### config.mk
export PLATFORM = sky130hd
export DESIGN_NAME = palette_fade_engine_core_flat
export DESIGN_NICKNAME = d
export VERILOG_FILES = /design/src/design/pfe_pkg.sv /design/src/design/pfe_in_if.sv /design/src/design/pfe_out_if.sv /design/src/design/pfe_cfg_if.sv /design/src/design/pfe_ram.sv /design/src/design/pfe_div.sv /design/src/design/palette_fade_engine_core.sv /design/src/flat_wrapper.sv
export SDC_FILE = /design/constraint.sdc
export NUM_CORES = 1
export LEC_CHECK = 0
export BUFFER_PORTS_ARGS = -buffer_cell sky130_fd_sc_hd__buf_2
export CAP_MARGIN = 20
export CORE_MARGIN = 5
export CORE_UTILIZATION = 40
export CTS_CLUSTER_DIAMETER = 40
export DETAILED_ROUTE_END_ITERATION = 8
export GPL_ROUTABILITY_DRIVEN = 1
export PLACE_DENSITY_LB_ADDON = 0.12
export SYNTH_ARGS = -nofsm -noshare
export SYNTH_HDL_FRONTEND = slang
export SYNTH_SLANG_ARGS = --single-unit
### constraint.sdc
create_clock -name clk -period 6.8 [get_ports clk]
set_input_delay 1.36 -clock clk [delete_from_list [all_inputs] [get_ports clk]]
set_output_delay 1.36 -clock clk [all_outputs]
set_load 0.02 [all_outputs]
### src/design/pfe_pkg.sv
// ----------------------------------------------------------------------------
// pfe_pkg: shared types and constants of the palette fade engine
// Sizes, field widths, operation and status codes, register indexes and the
// controller state type.
// ----------------------------------------------------------------------------
package pfe_pkg;

  localparam int PALETTE_SIZE = 16;
  localparam int COMP_BITS    = 10;

  localparam int ADDR_W  = (PALETTE_SIZE > 1) ? $clog2(PALETTE_SIZE) : 1;
  localparam int CNT_W   = $clog2(PALETTE_SIZE + 1);
  localparam int ENTRY_W = 3 * COMP_BITS;
  localparam int PROD_W  = 2 * COMP_BITS;
  localparam int DIVD_W  = 32;
  localparam int CNT_DIV_W = $clog2(DIVD_W);

  localparam int OP_W    = 2;
  localparam int IDX_W   = 6;
  localparam int COLOR_W = 10;
  localparam int STAT_W  = 2;
  localparam int STEP_W  = 11;
  localparam int PCOUNT_W = 7;
  localparam int CFG_IDX_W  = 2;
  localparam int CFG_DATA_W = 32;

  localparam logic [OP_W-1:0] OP_LOAD  = 2'd0;
  localparam logic [OP_W-1:0] OP_START = 2'd1;
  localparam logic [OP_W-1:0] OP_TICK  = 2'd2;

  localparam logic [STAT_W-1:0] ST_STEP   = 2'd0;
  localparam logic [STAT_W-1:0] ST_FINISH = 2'd1;
  localparam logic [STAT_W-1:0] ST_ERROR  = 2'd2;

  localparam logic [CFG_IDX_W-1:0] REG_FADE_DIR = 2'd0;
  localparam logic [CFG_IDX_W-1:0] REG_DURATION = 2'd1;
  localparam logic [CFG_IDX_W-1:0] REG_PCOUNT   = 2'd2;

  typedef enum logic [3:0] {
    S_IDLE,
    S_SCAN_RD,
    S_SCAN_CMP,
    S_ERR_OUT,
    S_LEN_WAIT,
    S_EM_RD,
    S_EM_MUL,
    S_EM_DIV,
    S_EM_WAIT,
    S_EM_OUT,
    S_FIN_RD,
    S_FIN_OUT,
    S_MARK_OUT
  } pfe_state_t;

endpackage

### src/design/pfe_in_if.sv
// ----------------------------------------------------------------------------
// pfe_in_if: input item channel
// Valid/ready channel carrying one command word.
// ----------------------------------------------------------------------------
interface pfe_in_if;
  import pfe_pkg::*;
  logic               valid;
  logic               ready;
  logic [OP_W-1:0]    op;
  logic [IDX_W-1:0]   entry_index;
  logic [COLOR_W-1:0] red_in;
  logic [COLOR_W-1:0] green_in;
  logic [COLOR_W-1:0] blue_in;

  modport source (output valid, op, entry_index, red_in, green_in, blue_in,
                  input ready);
  modport sink (input valid, op, entry_index, red_in, green_in, blue_in,
                output ready);
endinterface

### src/design/pfe_out_if.sv
// ----------------------------------------------------------------------------
// pfe_out_if: result channel
// Valid/ready channel carrying one palette color word.
// ----------------------------------------------------------------------------
interface pfe_out_if;
  import pfe_pkg::*;
  logic               valid;
  logic               ready;
  logic [IDX_W-1:0]   out_index;
  logic [COLOR_W-1:0] red_out;
  logic [COLOR_W-1:0] green_out;
  logic [COLOR_W-1:0] blue_out;
  logic [STAT_W-1:0]  status;
  logic               last;

  modport source (output valid, out_index, red_out, green_out, blue_out, status, last,
                  input ready);
  modport sink (input valid, out_index, red_out, green_out, blue_out, status, last,
                output ready);
endinterface

### src/design/pfe_cfg_if.sv
// ----------------------------------------------------------------------------
// pfe_cfg_if: configuration write channel
// Valid/ready channel carrying a register index and write data.
// ----------------------------------------------------------------------------
interface pfe_cfg_if;
  import pfe_pkg::*;
  logic                  valid;
  logic                  ready;
  logic [CFG_IDX_W-1:0]  index;
  logic [CFG_DATA_W-1:0] data;

  modport source (output valid, index, data, input ready);
  modport sink (input valid, index, data, output ready);
endinterface

### src/design/pfe_ram.sv
// ----------------------------------------------------------------------------
// pfe_ram: generic single-port-write, registered-read RAM
// One write port and one read port; read data is registered and appears in the cycle after re.
// ----------------------------------------------------------------------------
module pfe_ram #(
  parameter int WIDTH = 30,
  parameter int DEPTH = 16,
  parameter int AW    = (DEPTH > 1) ? $clog2(DEPTH) : 1
) (
  input  logic             clk,
  input  logic             we,
  input  logic [AW-1:0]    waddr,
  input  logic [WIDTH-1:0] wdata,
  input  logic             re,
  input  logic [AW-1:0]    raddr,
  output logic [WIDTH-1:0] rdata
);

  logic [WIDTH-1:0] mem [DEPTH];

  always_ff @(posedge clk) begin
    if (we) begin
      mem[waddr] <= wdata;
    end
    if (re) begin
      rdata <= mem[raddr];
    end
  end

endmodule

### src/design/pfe_div.sv
// ----------------------------------------------------------------------------
// pfe_div: radix-2 restoring divider
// Unsigned 32-bit dividend by a component-wide divisor, one quotient bit per
// cycle; done pulses with the quotient valid.
// ----------------------------------------------------------------------------
module pfe_div (
  input  logic                          clk,
  input  logic                          rst,
  input  logic                          start,
  input  logic [pfe_pkg::DIVD_W-1:0]    dividend,
  input  logic [pfe_pkg::COMP_BITS-1:0] divisor,
  output logic                          busy,
  output logic                          done,
  output logic [pfe_pkg::DIVD_W-1:0]    quotient
);
  import pfe_pkg::*;

  logic [CNT_DIV_W-1:0] cnt;
  logic [COMP_BITS-1:0] rem;
  logic [COMP_BITS-1:0] dvs;
  logic [COMP_BITS:0]   shifted;
  logic                 ge;

  // The remainder stays below the divisor, so it fits the component width.
  assign shifted = {rem, quotient[DIVD_W-1]};
  assign ge      = shifted >= {1'b0, dvs};

  always_ff @(posedge clk) begin
    if (rst) begin
      busy <= 1'b0;
      done <= 1'b0;
    end else begin
      done <= 1'b0;
      if (start) begin
        busy <= 1'b1;
      end else if (busy && cnt == CNT_DIV_W'(DIVD_W - 1)) begin
        busy <= 1'b0;
        done <= 1'b1;
      end
    end
  end

  always_ff @(posedge clk) begin
    if (start) begin
      quotient <= dividend;
      rem      <= '0;
      dvs      <= divisor;
      cnt      <= '0;
    end else if (busy) begin
      rem      <= ge ? COMP_BITS'(shifted - {1'b0, dvs}) : shifted[COMP_BITS-1:0];
      quotient <= {quotient[DIVD_W-2:0], ge};
      cnt      <= cnt + 1'b1;
    end
  end

endmodule

### src/design/palette_fade_engine_core.sv
// ----------------------------------------------------------------------------
// palette_fade_engine_core: linear palette fade engine
// Load and a tick without a step are taken in the idle state. Start scans each
// entry for the max component, runs the step-length divide, then one step.
// A step runs three divides per entry, one per channel, on the one shared
// divider. Items are taken one at a time.
// Reset (rst, synchronous) restores register defaults and idles the fade;
// palette contents are not cleared.
// ----------------------------------------------------------------------------
module palette_fade_engine_core (
  input logic       clk,
  input logic       rst,
  pfe_in_if.sink    items,
  pfe_out_if.source results,
  pfe_cfg_if.sink   cfg
);
  import pfe_pkg::*;

  pfe_state_t state, state_next;

  logic                  fade_dir;
  logic [31:0]           duration;
  logic [PCOUNT_W-1:0]   pcount;
  logic [COMP_BITS-1:0]  max_comp;
  logic [31:0]           step_len;
  logic [STEP_W-1:0]     step_num;
  logic [31:0]           ticks;
  logic                  active;
  logic [CNT_W-1:0]      p;
  logic [1:0]            ch;
  logic [PROD_W-1:0]     prod;
  logic [COMP_BITS-1:0]  col_r, col_g, col_b;

  logic                  accept;
  logic                  out_free;
  logic [CNT_W-1:0]      n_use;
  logic                  scan_done;
  logic                  last_entry;
  logic [31:0]           ticks_inc;
  logic                  step_over;
  logic [COMP_BITS-1:0]  num;
  logic [COMP_BITS-1:0]  comp_sel;

  logic                  ram_we, ram_re;
  logic [ENTRY_W-1:0]    ram_rdata;
  logic [COMP_BITS-1:0]  rd_r, rd_g, rd_b;

  logic                  div_start, div_busy, div_done;
  logic [DIVD_W-1:0]     div_dividend, div_q;

  assign accept   = items.valid && items.ready;
  assign out_free = !results.valid || results.ready;
  assign cfg.ready = 1'b1;

  assign n_use = (pcount > PCOUNT_W'(PALETTE_SIZE)) ? CNT_W'(PALETTE_SIZE)
                                                    : pcount[CNT_W-1:0];
  assign scan_done  = (p == n_use);
  assign last_entry = (p + 1'b1 == n_use);
  assign ticks_inc  = ticks + 32'd1;
  assign step_over  = (step_num + 1'b1) > {1'b0, max_comp};

  assign rd_r = ram_rdata[3*COMP_BITS-1:2*COMP_BITS];
  assign rd_g = ram_rdata[2*COMP_BITS-1:COMP_BITS];
  assign rd_b = ram_rdata[COMP_BITS-1:0];

  always_comb begin
    if (step_num > {1'b0, max_comp}) begin
      num = fade_dir ? max_comp : '0;
    end else begin
      num = fade_dir ? step_num[COMP_BITS-1:0] : max_comp - step_num[COMP_BITS-1:0];
    end
  end

  always_comb begin
    case (ch)
      2'd0:    comp_sel = rd_r;
      2'd1:    comp_sel = rd_g;
      default: comp_sel = rd_b;
    endcase
  end

  // Palette store: written by load words, read by the scan, emit and finish sequences.
  assign ram_we = accept && items.op == OP_LOAD &&
                  {1'b0, items.entry_index} < (IDX_W + 1)'(PALETTE_SIZE);

  pfe_ram #(.WIDTH(ENTRY_W), .DEPTH(PALETTE_SIZE)) u_ram (
    .clk   (clk),
    .we    (ram_we),
    .waddr (items.entry_index[ADDR_W-1:0]),
    .wdata ({items.red_in, items.green_in, items.blue_in}),
    .re    (ram_re),
    .raddr (p[ADDR_W-1:0]),
    .rdata (ram_rdata)
  );

  assign div_dividend = (state == S_EM_DIV) ? DIVD_W'(prod) : duration;

  pfe_div u_div (
    .clk      (clk),
    .rst      (rst),
    .start    (div_start),
    .dividend (div_dividend),
    .divisor  (max_comp),
    .busy     (div_busy),
    .done     (div_done),
    .quotient (div_q)
  );

  always_ff @(posedge clk) begin
    if (rst) begin
      state <= S_IDLE;
    end else begin
      state <= state_next;
    end
  end

  always_comb begin
    state_next  = state;
    items.ready = 1'b0;
    ram_re      = 1'b0;
    div_start   = 1'b0;
    case (state)
      S_IDLE: begin
        items.ready = 1'b1;
        if (accept && items.op == OP_START) begin
          state_next = S_SCAN_RD;
        end else if (accept && items.op == OP_TICK && active &&
                     ticks_inc >= step_len) begin
          if (!step_over) begin
            state_next = S_EM_RD;
          end else if (!fade_dir && n_use != '0) begin
            state_next = S_FIN_RD;
          end else begin
            state_next = S_MARK_OUT;
          end
        end
      end
      S_SCAN_RD: begin
        if (!scan_done) begin
          ram_re     = 1'b1;
          state_next = S_SCAN_CMP;
        end else if (max_comp == '0) begin
          state_next = S_ERR_OUT;
        end else begin
          div_start  = 1'b1;
          state_next = S_LEN_WAIT;
        end
      end
      S_SCAN_CMP: state_next = S_SCAN_RD;
      S_ERR_OUT:  if (out_free) state_next = S_IDLE;
      S_LEN_WAIT: if (div_done) state_next = S_EM_RD;
      S_EM_RD: begin
        if (scan_done) begin
          state_next = S_IDLE;
        end else begin
          ram_re     = 1'b1;
          state_next = S_EM_MUL;
        end
      end
      S_EM_MUL: state_next = S_EM_DIV;
      S_EM_DIV: begin
        div_start  = 1'b1;
        state_next = S_EM_WAIT;
      end
      S_EM_WAIT: begin
        if (div_done) begin
          state_next = (ch == 2'd2) ? S_EM_OUT : S_EM_MUL;
        end
      end
      S_EM_OUT: begin
        if (out_free) begin
          state_next = last_entry ? S_IDLE : S_EM_RD;
        end
      end
      S_FIN_RD: begin
        ram_re     = 1'b1;
        state_next = S_FIN_OUT;
      end
      S_FIN_OUT: begin
        if (out_free) begin
          state_next = last_entry ? S_IDLE : S_FIN_RD;
        end
      end
      S_MARK_OUT: if (out_free) state_next = S_IDLE;
      default:    state_next = S_IDLE;
    endcase
  end

  // Configuration registers.
  always_ff @(posedge clk) begin
    if (rst) begin
      fade_dir <= 1'b0;
      duration <= 32'd1000;
      pcount   <= PCOUNT_W'(16);
    end else if (cfg.valid && cfg.ready) begin
      case (cfg.index)
        REG_FADE_DIR: fade_dir <= cfg.data[0];
        REG_DURATION: duration <= cfg.data;
        REG_PCOUNT:   pcount   <= cfg.data[PCOUNT_W-1:0];
        default:      ;
      endcase
    end
  end

  // Fade state.
  always_ff @(posedge clk) begin
    if (rst) begin
      max_comp <= '0;
      step_len <= '0;
      step_num <= '0;
      ticks    <= '0;
      active   <= 1'b0;
    end else begin
      case (state)
        S_IDLE: begin
          if (accept && items.op == OP_START) begin
            // The fade is off while the scan rebuilds the max component.
            max_comp <= '0;
            ticks    <= '0;
            active   <= 1'b0;
          end else if (accept && items.op == OP_TICK && active) begin
            if (ticks_inc < step_len) begin
              ticks <= ticks_inc;
            end else begin
              ticks    <= '0;
              step_num <= step_num + 1'b1;
              if (step_over) begin
                active <= 1'b0;
              end
            end
          end
        end
        S_SCAN_CMP: begin
          if (rd_r > max_comp && rd_r >= rd_g && rd_r >= rd_b) begin
            max_comp <= rd_r;
          end else if (rd_g > max_comp && rd_g >= rd_b) begin
            max_comp <= rd_g;
          end else if (rd_b > max_comp) begin
            max_comp <= rd_b;
          end
        end
        S_ERR_OUT: begin
          active   <= 1'b0;
          step_len <= '0;
          step_num <= '0;
        end
        S_LEN_WAIT: begin
          if (div_done) begin
            step_len <= div_q;
            step_num <= STEP_W'(1);
            active   <= 1'b1;
          end
        end
        default: ;
      endcase
    end
  end

  // Entry and channel sequencing, product and color staging.
  always_ff @(posedge clk) begin
    case (state)
      S_IDLE:     p <= '0;
      S_SCAN_CMP: p <= p + 1'b1;
      S_EM_RD:    ch <= 2'd0;
      S_EM_MUL:   prod <= comp_sel * num;
      S_EM_WAIT: begin
        if (div_done) begin
          case (ch)
            2'd0:    col_r <= div_q[COMP_BITS-1:0];
            2'd1:    col_g <= div_q[COMP_BITS-1:0];
            default: col_b <= div_q[COMP_BITS-1:0];
          endcase
          ch <= ch + 1'b1;
        end
      end
      S_LEN_WAIT: p <= '0;
      S_EM_OUT:   if (out_free) p <= p + 1'b1;
      S_FIN_OUT:  if (out_free) p <= p + 1'b1;
      default:    ;
    endcase
  end

  // Output register: the word waits here until the sink takes it.
  always_ff @(posedge clk) begin
    if (rst) begin
      results.valid <= 1'b0;
    end else if (out_free) begin
      results.valid <= (state == S_ERR_OUT) || (state == S_EM_OUT) ||
                       (state == S_FIN_OUT) || (state == S_MARK_OUT);
    end
  end

  always_ff @(posedge clk) begin
    if (out_free) begin
      case (state)
        S_EM_OUT: begin
          results.out_index <= IDX_W'(p);
          results.red_out   <= COLOR_W'(col_r);
          results.green_out <= COLOR_W'(col_g);
          results.blue_out  <= COLOR_W'(col_b);
          results.status    <= ST_STEP;
          results.last      <= last_entry;
        end
        S_FIN_OUT: begin
          results.out_index <= IDX_W'(p);
          results.red_out   <= COLOR_W'(rd_r);
          results.green_out <= COLOR_W'(rd_g);
          results.blue_out  <= COLOR_W'(rd_b);
          results.status    <= ST_FINISH;
          results.last      <= last_entry;
        end
        S_ERR_OUT, S_MARK_OUT: begin
          results.out_index <= '0;
          results.red_out   <= '0;
          results.green_out <= '0;
          results.blue_out  <= '0;
          results.status    <= (state == S_ERR_OUT) ? ST_ERROR : ST_FINISH;
          results.last      <= 1'b1;
        end
        default: ;
      endcase
    end
  end

`ifndef ASSERT_OFF
  a_active_max: assert property (@(posedge clk) disable iff (rst)
    active |-> max_comp != '0)
    else $error("fade active with zero max component");

  a_div_owner: assert property (@(posedge clk) disable iff (rst)
    div_done |-> (state == S_LEN_WAIT || state == S_EM_WAIT))
    else $error("divider finished outside a wait state");

  a_idle_div: assert property (@(posedge clk) disable iff (rst)
    state == S_IDLE |-> !div_busy)
    else $error("divider busy while controller idle");
`endif

endmodule

### src/flat_wrapper.sv
// flat-port wrapper written by rule: the top's interface ports become plain ports
module palette_fade_engine_core_flat import pfe_pkg::*;
  (clk, rst, items_valid, items_op, items_entry_index, items_red_in, items_green_in, items_blue_in, items_ready, results_valid, results_out_index, results_red_out, results_green_out, results_blue_out, results_status, results_last, results_ready, cfg_valid, cfg_index, cfg_data, cfg_ready);
  pfe_in_if items_i ();
  pfe_out_if results_i ();
  pfe_cfg_if cfg_i ();
  input logic clk;
  input logic rst;
  input wire logic [$bits(items_i.valid)-1:0] items_valid;
  input wire logic [$bits(items_i.op)-1:0] items_op;
  input wire logic [$bits(items_i.entry_index)-1:0] items_entry_index;
  input wire logic [$bits(items_i.red_in)-1:0] items_red_in;
  input wire logic [$bits(items_i.green_in)-1:0] items_green_in;
  input wire logic [$bits(items_i.blue_in)-1:0] items_blue_in;
  output wire logic [$bits(items_i.ready)-1:0] items_ready;
  output wire logic [$bits(results_i.valid)-1:0] results_valid;
  output wire logic [$bits(results_i.out_index)-1:0] results_out_index;
  output wire logic [$bits(results_i.red_out)-1:0] results_red_out;
  output wire logic [$bits(results_i.green_out)-1:0] results_green_out;
  output wire logic [$bits(results_i.blue_out)-1:0] results_blue_out;
  output wire logic [$bits(results_i.status)-1:0] results_status;
  output wire logic [$bits(results_i.last)-1:0] results_last;
  input wire logic [$bits(results_i.ready)-1:0] results_ready;
  input wire logic [$bits(cfg_i.valid)-1:0] cfg_valid;
  input wire logic [$bits(cfg_i.index)-1:0] cfg_index;
  input wire logic [$bits(cfg_i.data)-1:0] cfg_data;
  output wire logic [$bits(cfg_i.ready)-1:0] cfg_ready;
  assign items_i.valid = items_valid;
  assign items_i.op = items_op;
  assign items_i.entry_index = items_entry_index;
  assign items_i.red_in = items_red_in;
  assign items_i.green_in = items_green_in;
  assign items_i.blue_in = items_blue_in;
  assign items_ready = items_i.ready;
  assign results_valid = results_i.valid;
  assign results_out_index = results_i.out_index;
  assign results_red_out = results_i.red_out;
  assign results_green_out = results_i.green_out;
  assign results_blue_out = results_i.blue_out;
  assign results_status = results_i.status;
  assign results_last = results_i.last;
  assign results_i.ready = results_ready;
  assign cfg_i.valid = cfg_valid;
  assign cfg_i.index = cfg_index;
  assign cfg_i.data = cfg_data;
  assign cfg_ready = cfg_i.ready;
  palette_fade_engine_core u_core (.clk(clk), .rst(rst), .items(items_i), .results(results_i), .cfg(cfg_i));
endmodule
# [After elaboration in Yosys (flattened, before gate mapping)]
# Memory sizes are Yosys's and may differ from the RTL's. A register that Yosys moved wholly into a read port is not among the register bits.
# Index checks and enable logic that the tools add are counted.
[op_classes] add_sub_neg=7 n_bitwise=1 n_mux=68 eq_ne=36 order_cmp=13 n_mul=1 reduce_logical=56
[ops] op="$mux W32" n=7
[ops] op="$pmux W10 S3" n=3
[ops] op="$mux W10" n=8
[ops] op="$pmux W32 S2" n=1
[ops] op="$pmux W4 S12" n=1
[ops] op="$mux W11" n=4
[ops] op="$mux W4" n=11
[ops] op="$pmux W10 S2" n=2
[ops] op="$pmux W11 S3" n=1
[ops] op="$add A32 B1 Y32 const B" n=1
[ops] op="$ge A32 B32 Y1" n=1
[ops] op="$lt A32 B32 Y1" n=1
[ops] op="$ge A10 B10 Y1" n=3
[ops] op="$gt A10 B10 Y1" n=3
[ops] op="$gt A11 B10 Y1" n=2
[ops] op="$eq A4 B4 Y1 const B" n=5
[ops] op="$mul A10 B10 Y20" n=1
[ops] op="$sub A10 B10 Y10" n=2
[ops] op="$reduce_and A2 Y1" n=9
[ops] op="$eq A4 B3 Y1 const B" n=4
[ops] op="$pmux W5 S3" n=1
[ops] op="$mux W1" n=14
[ops] op="$reduce_bool A2 Y1" n=7
[ops] op="$logic_and A1 B1 Y1" n=12
[ops] op="37 further kinds" n=78
[word_totals] inputBits=77 reg_bits=286 n_memories=1 out_inout_bits=42 mem_bits_rw=480
[memory_table] memory="u_core.u_ram.mem" words=16 word_bits=30 read_ports=1 rd_ports_with_merged_regs=1 write_ports=1 line="pfe_ram.sv:19" text="logic [WIDTH-1:0] mem [DEPTH];"

# [Longest topological paths before layout]
[depth] ltp_word=9 mapped_depth=30

# [Cells and area by module]
# A second synthesis with hierarchy kept.
[unflattened] hier_cells=2985 area_unflattened_um2=39535.4
[modules_own_cells] mod="pfe_ram" seq_area_each_um2=15314.7 area_per_inst_um2=19239.7 instances=1 cells_per_inst=785
[modules_own_cells] mod="palette_fade_engine_core" seq_area_each_um2=5475.3 area_per_inst_um2=17436.7 instances=1 cells_per_inst=1975
[modules_own_cells] mod="pfe_div" seq_area_each_um2=1601.5 area_per_inst_um2=2859.0 instances=1 cells_per_inst=225

# [Worst setup path after synthesis]
# OpenSTA, ideal clock, no wires.
[synth_path] kind="register to register" start="register u_core.max_comp[0]" end="register u_core.prod[18] (data pin)" setup_time_ps=258 arrival_ps=7102 t_required_ps=6542 path_slack_ps=-559 path_stages_with_launch=31 cell_sequence="dfxtp_1 inv_1 ha_1 inv_1 fa_1 a21o_1 a21oi_1 o21bai_1 a21oi_1 xor2_1 a211oi_1 a311oi_1 nor2_1 fa_1 fa_1 inv_1 fa_1 inv_1 fa_1 inv_1 fa_1 inv_1 ha_1 or3_1 a311oi_1 nor2_1 a311o_1 nand2_1 o2111ai_1 a21oi_1 xnor2_1"
[synth_between] elab_chain_len=4
[synth_lines] element="from (decl)" line="palette_fade_engine_core.sv:24" text="logic [COMP_BITS-1:0] max_comp;"
[synth_lines] element="from (signal assigned)" line="palette_fade_engine_core.sv:235" text="max_comp <= rd_r;"
[synth_lines] element="from (signal assigned)" line="palette_fade_engine_core.sv:237" text="max_comp <= rd_g;"
[synth_lines] element="from (signal assigned)" line="palette_fade_engine_core.sv:239" text="max_comp <= rd_b;"
[synth_lines] element="$sub A10 B10 Y10" line="palette_fade_engine_core.sv:70" text="num = fade_dir ? step_num[COMP_BITS-1:0] : max_comp - step_num[COMP_BITS-1:0];"
[synth_lines] element="$mux W10" line="palette_fade_engine_core.sv:70"
[synth_lines] element="$mux W10 *" line="palette_fade_engine_core.sv:67" text="if (step_num > {1'b0, max_comp}) begin"
[synth_lines] element="$mul A10 B10 Y20 *" line="palette_fade_engine_core.sv:265" text="S_EM_MUL: prod <= comp_sel * num;"
[synth_lines] element="to (signal assigned)" line="palette_fade_engine_core.sv:265"
[synth_lines] element="to (decl)" line="palette_fade_engine_core.sv:31" text="logic [PROD_W-1:0] prod;"
# Every way passes the cells marked *; elsewhere a longest branch is shown, timed or not.
# A chain may end at the register's enable or synchronous reset.

# [Worst setup path in the final report]
[layout_path] start="register u_core.step_num[0]" end="register u_core.prod[18] (data pin)"
[layout_between] elab_chain_len=4
[layout_lines] element="from (decl)" line="palette_fade_engine_core.sv:26" text="logic [STEP_W-1:0] step_num;"
[layout_lines] element="from (signal assigned)" line="palette_fade_engine_core.sv:226" text="step_num <= step_num + 1'b1;"
[layout_lines] element="$sub A10 B10 Y10" line="palette_fade_engine_core.sv:70"
[layout_lines] element="$mux W10" line="palette_fade_engine_core.sv:70"
[layout_lines] element="$mux W10 *" line="palette_fade_engine_core.sv:67"
[layout_lines] element="$mul A10 B10 Y20 *" line="palette_fade_engine_core.sv:265"
# Marks and branches as above.

==> impl_summary.txt <==
----------------------------------------------------
[Final layout]
  Finished Cell Area ... 0.0460 sq mm
  Fill count ... 8292
  Number of nets in the final layout ... 3492
  Utilization after layout ... 0.484
  Layout cell share with drive strength beyond 1 ... 0.241
  Area added between synthesis and finish ... 19.9%

[GRT]
  Largest net degree at the start of global routing ... 86
  Number of global-route vias before repair ... 25400
  Overall Global Routing Usage ... 0.202
  Global-route wire length before repair ... 159 mm
  Antenna violations before repair ... 5
  Remaining global-route overflow ... 0

[Timing]
  Post-route clock skew ... 0.0542 ns
  Period utilization ... 0.979
  Pins over their slew limit ... 0
  Total Negative Setup Slacks ... 0 ns
  Remaining max-slew budget at the tightest pin ... 0.273
  RSZ-0062 raised after global routing ... true
  Final critical-path required period ... 6.65 ns
  Final number of setup-violating endpoints ... 0
  Fmax achieved ... 150 MHz
  Final hold viol count ... 0
  Slew at the pin closest to its max-slew limit ... 1.09 ns

[Synthesis]
  Syn Std Cell Area ... 0.0384 sq mm
  EDFF count, synth ... 647
  Synth area leaders ... sky130_fd_sc_hd__edfxtp_1 (51%), sky130_fd_sc_hd__mux4_2 (8.8%), sky130_fd_sc_hd__dfxtp_1 (7.7%)
  Sequential area share after synthesis ... 0.583
  Async SR Flop Fraction ... 0
  Area fraction of the dominant cell type after synthesis ... 0.506
  Mapped Cells ... 2859
  Average footprint of a synthesized cell ... 13.4 sq um
  Commonest cells in the netlist ... sky130_fd_sc_hd__edfxtp_1 (647), sky130_fd_sc_hd__nand2_1 (278), sky130_fd_sc_hd__ha_1 (198), sky130_fd_sc_hd__inv_1 (178), sky130_fd_sc_hd__nor2_1 (171)
  Most common flop cell mapped by yosys ... sky130_fd_sc_hd__edfxtp_1
  Most area-hungry cell type in the Yosys netlist ... sky130_fd_sc_hd__edfxtp_1
  Number of nets in the synthesized netlist ... 3198
  Library cell with the highest instance count after synthesis ... sky130_fd_sc_hd__edfxtp_1
  Number of distinct library cell variants in the gate-level netlist after synthesis ... 77
  Syn. warnings ... 0
  Flip-flop and latch count after synthesis ... 795

[Pwr]
  Maximum vdd ir drop ... 0.000558 V
  Pwr dens ... 445 mW/mm^2
  Leakage power summed over all cells ... 16.9 nW
  Pwr Total ... 20.5 mW

[Clock tree]
  Clock tree sinks ... 795
  Clock buffer count from CTS ... 115
  Clock transition at the registers of the reported paths ... 0.05 ns
  Buffer cell driving the clock tree root ... sky130_fd_sc_hd__clkbuf_16
  CTS Buffer Depth ... 3
  Total number of H-tree levels ... 3
  TritonCTS clock tree ... done
  Clock latency on the worst-skew pair ... 0.72 ns

[Min path]
  Startpoint of the most critical hold path ... u_core.duration[4]$_SDFFE_PP0P_
  Path category of the worst min-delay check ... flip-flop to flip-flop

[Floorplanning]
  Chip width ... 320 um
  Y dimension of the die ... 320 um
  I/O pin count ... 119
  Core Area ... 0.0952 sq mm
  Initial Utilization ... 0.403
  Die Footprint ... 0.102 sq mm
  Standard-cell row count ... 113

[Worst setup path]
  Category of the worst setup path launch point ... flip-flop
  Critical Path Slowest Stage Cell ... sky130_fd_sc_hd__fa_1
  Delay of the slowest cell on the worst path ... 0.56 ns
  Critical path type ... flip-flop to flip-flop
  Critical path data arrival time ... 7.11 ns
  Source of the worst register-to-register timing path ... u_core.step_num[0]$_SDFFE_PP0P_
  Kind of capture point of the worst setup path ... flip-flop
  Required time worst endpoint ... 7.25 ns
  Cell depth of the worst flop-to-flop path ... 31
  CP max FO ... 6
  Most frequent cell on the critical path ... sky130_fd_sc_hd__fa_1
  CP startpoint ... u_core.step_num[0]$_SDFFE_PP0P_
  Capture instance of the worst register-to-register path ... u_core.prod[18]$_DFFE_PP_
  R2r setup slk ... 0.15 ns
  Setup crit end ... u_core.prod[18]$_DFFE_PP_

[Routing]
  Vias per Instance ... 5.44
  Routed WL ... 105 mm
  Number of iterations in the first detailed-routing pass ... 5
  Number of remaining DRC errors ... 0
  Via Count ... 24600
  Routed len/inst ... 23.3 um
  Final antenna-violating net count ... 0
  Violation count after the first detailed-route iteration ... 1777

[Placement]
  RePlAce Congestion ... 0.856
  Post-placement cell area ... 0.0415 sq mm
  HPWL reported at the end of detailed placement ... 70.7 mm
  Port bufs ... 116

[Outcome]
  Run status ... finished clean

[Job]
  Max-cap violation count ... 0

----------------------------------------------------
## critical path, delay by kind of cell, from the launching register on
family	cells	cell delay (ns)
adders and majority gates	7	2.87
AOI/OAI and AO/OA	9	1.77
and+or+nand+nor	6	0.74
buffers and inverters	8	0.63
DFF	1	0.33
xor gates and xnor gates	1	0.08
## layer usage
metal,track usage,wire [um],up-vias,share of wire
met5,0,13,-,0.00012
met4,0.0642,3240,2,0.031
met3,0.0300,4640,177,0.044
met2,0.335,51000,564,0.49
met1,0.275,46200,12500,0.44
li1,-,-,11300,-
## metrics by stage
stage,hold slack [ns],setup WS [ns],instances
5_1_grt,0.472,-0.111,4519
2_1_floorplan,0.431,0.0104,2859
4_1_cts,0.455,0.0202,4510
3_5_place_dp,0.448,-0.379,4281
3_3_place_gp,0.441,-0.345,4281
6_report,0.454,0.145,4521
## how the worst min path moves through the flow
stage	cells after the start	slack, ns	to
2_1_floorplan	0	0.43	u_core.u_div.dvs[9]$_DFFE_PP_
3_3_place_gp	2	0.44	u_core.duration[2]$_SDFFE_PP0P_
3_5_place_dp	2	0.45	u_core.duration[4]$_SDFFE_PP0P_
4_1_cts	2	0.46	u_core.duration[4]$_SDFFE_PP0P_
5_1_grt	2	0.47	u_core.duration[1]$_SDFFE_PP0P_
6_report	2	0.45	u_core.duration[4]$_SDFFE_PP0P_
## layout make-up
cell class | instances | area [sq um] | share of cell area
diodes | 2 | 5.00 | 0.000109
clock buffers | 133 | 2960 | 0.0642
clock inverters | 85 | 965 | 0.0210
inverters | 179 | 672 | 0.0146
multi-input cells | 1755 | 15400 | 0.334
flip-flops and latches | 795 | 22400 | 0.487
well taps | 1265 | 1580 | 0.0344
repair buffers | 307 | 2060 | 0.0447
## cell families (layout without fill, tap and decap cells)
group	count (synthesis)	in the layout	synth area share
fa+ha+maj	262	262	0.0979
flops	795	795	0.583
buf+inv	309	704	0.0322
compound gates	456	456	0.0758
mux	198	198	0.101
xor+xnor	77	77	0.0176
simple gates	760	760	0.0920
other cells	2	4	0.000196
## timing repair
action	CTS	global route
pin swaps	24	46
setup endpoints to repair	6	8
cloned	0	2
hold buffers	0	0
buffers inserted	11	8
gates resized for setup	26	63
hold endpoints to repair	0	0
## placed cells by master, fill, tap and decap left out, types with 21 or more instances in the layout
cell / synthesis / routed
sky130_fd_sc_hd__a21o_1: 27 / 27
sky130_fd_sc_hd__nand4_1: 30 / 30
sky130_fd_sc_hd__nand2b_1: 26 / 26
sky130_fd_sc_hd__fa_1: 64 / 62
sky130_fd_sc_hd__nor3_1: 32 / 25
sky130_fd_sc_hd__mux4_2: 150 / 150
sky130_fd_sc_hd__ha_1: 198 / 185
sky130_fd_sc_hd__clkbuf_16: 0 / 115
sky130_fd_sc_hd__a22oi_1: 38 / 35
sky130_fd_sc_hd__inv_1: 178 / 169
sky130_fd_sc_hd__dfxtp_1: 148 / 140
sky130_fd_sc_hd__xor2_1: 21 / 21
sky130_fd_sc_hd__buf_4: 3 / 183
sky130_fd_sc_hd__nand3_1: 112 / 111
sky130_fd_sc_hd__edfxtp_1: 647 / 647
sky130_fd_sc_hd__a22o_1: 25 / 25
sky130_fd_sc_hd__a21oi_1: 166 / 160
sky130_fd_sc_hd__xnor2_1: 56 / 56
sky130_fd_sc_hd__nand2_1: 278 / 274
sky130_fd_sc_hd__o21ai_0: 67 / 61
sky130_fd_sc_hd__mux2i_1: 38 / 38
sky130_fd_sc_hd__nor2_1: 171 / 150
sky130_fd_sc_hd__buf_2: 3 / 116
## report_power, final
part | internal, mW | switching (mW) | total [mW]
Combinational | 3.99 | 4.73 | 8.72
Clock | 3.60 | 2.32 | 5.92
Sequential | 5.67 | 0.173 | 5.84
## registers in the layout, summed over array words and instances (netlist names), 11 cells and up
signal,count
u_core.ticks,32
u_core.step_len,32
u_core.prod,20
u_core.step_num,11
u_core.duration,32
u_core.u_ram.rdata,30
u_core.u_ram.mem,480
u_core.u_div.quotient,32
No activity file was read; power rests on OpenSTA's default activity.
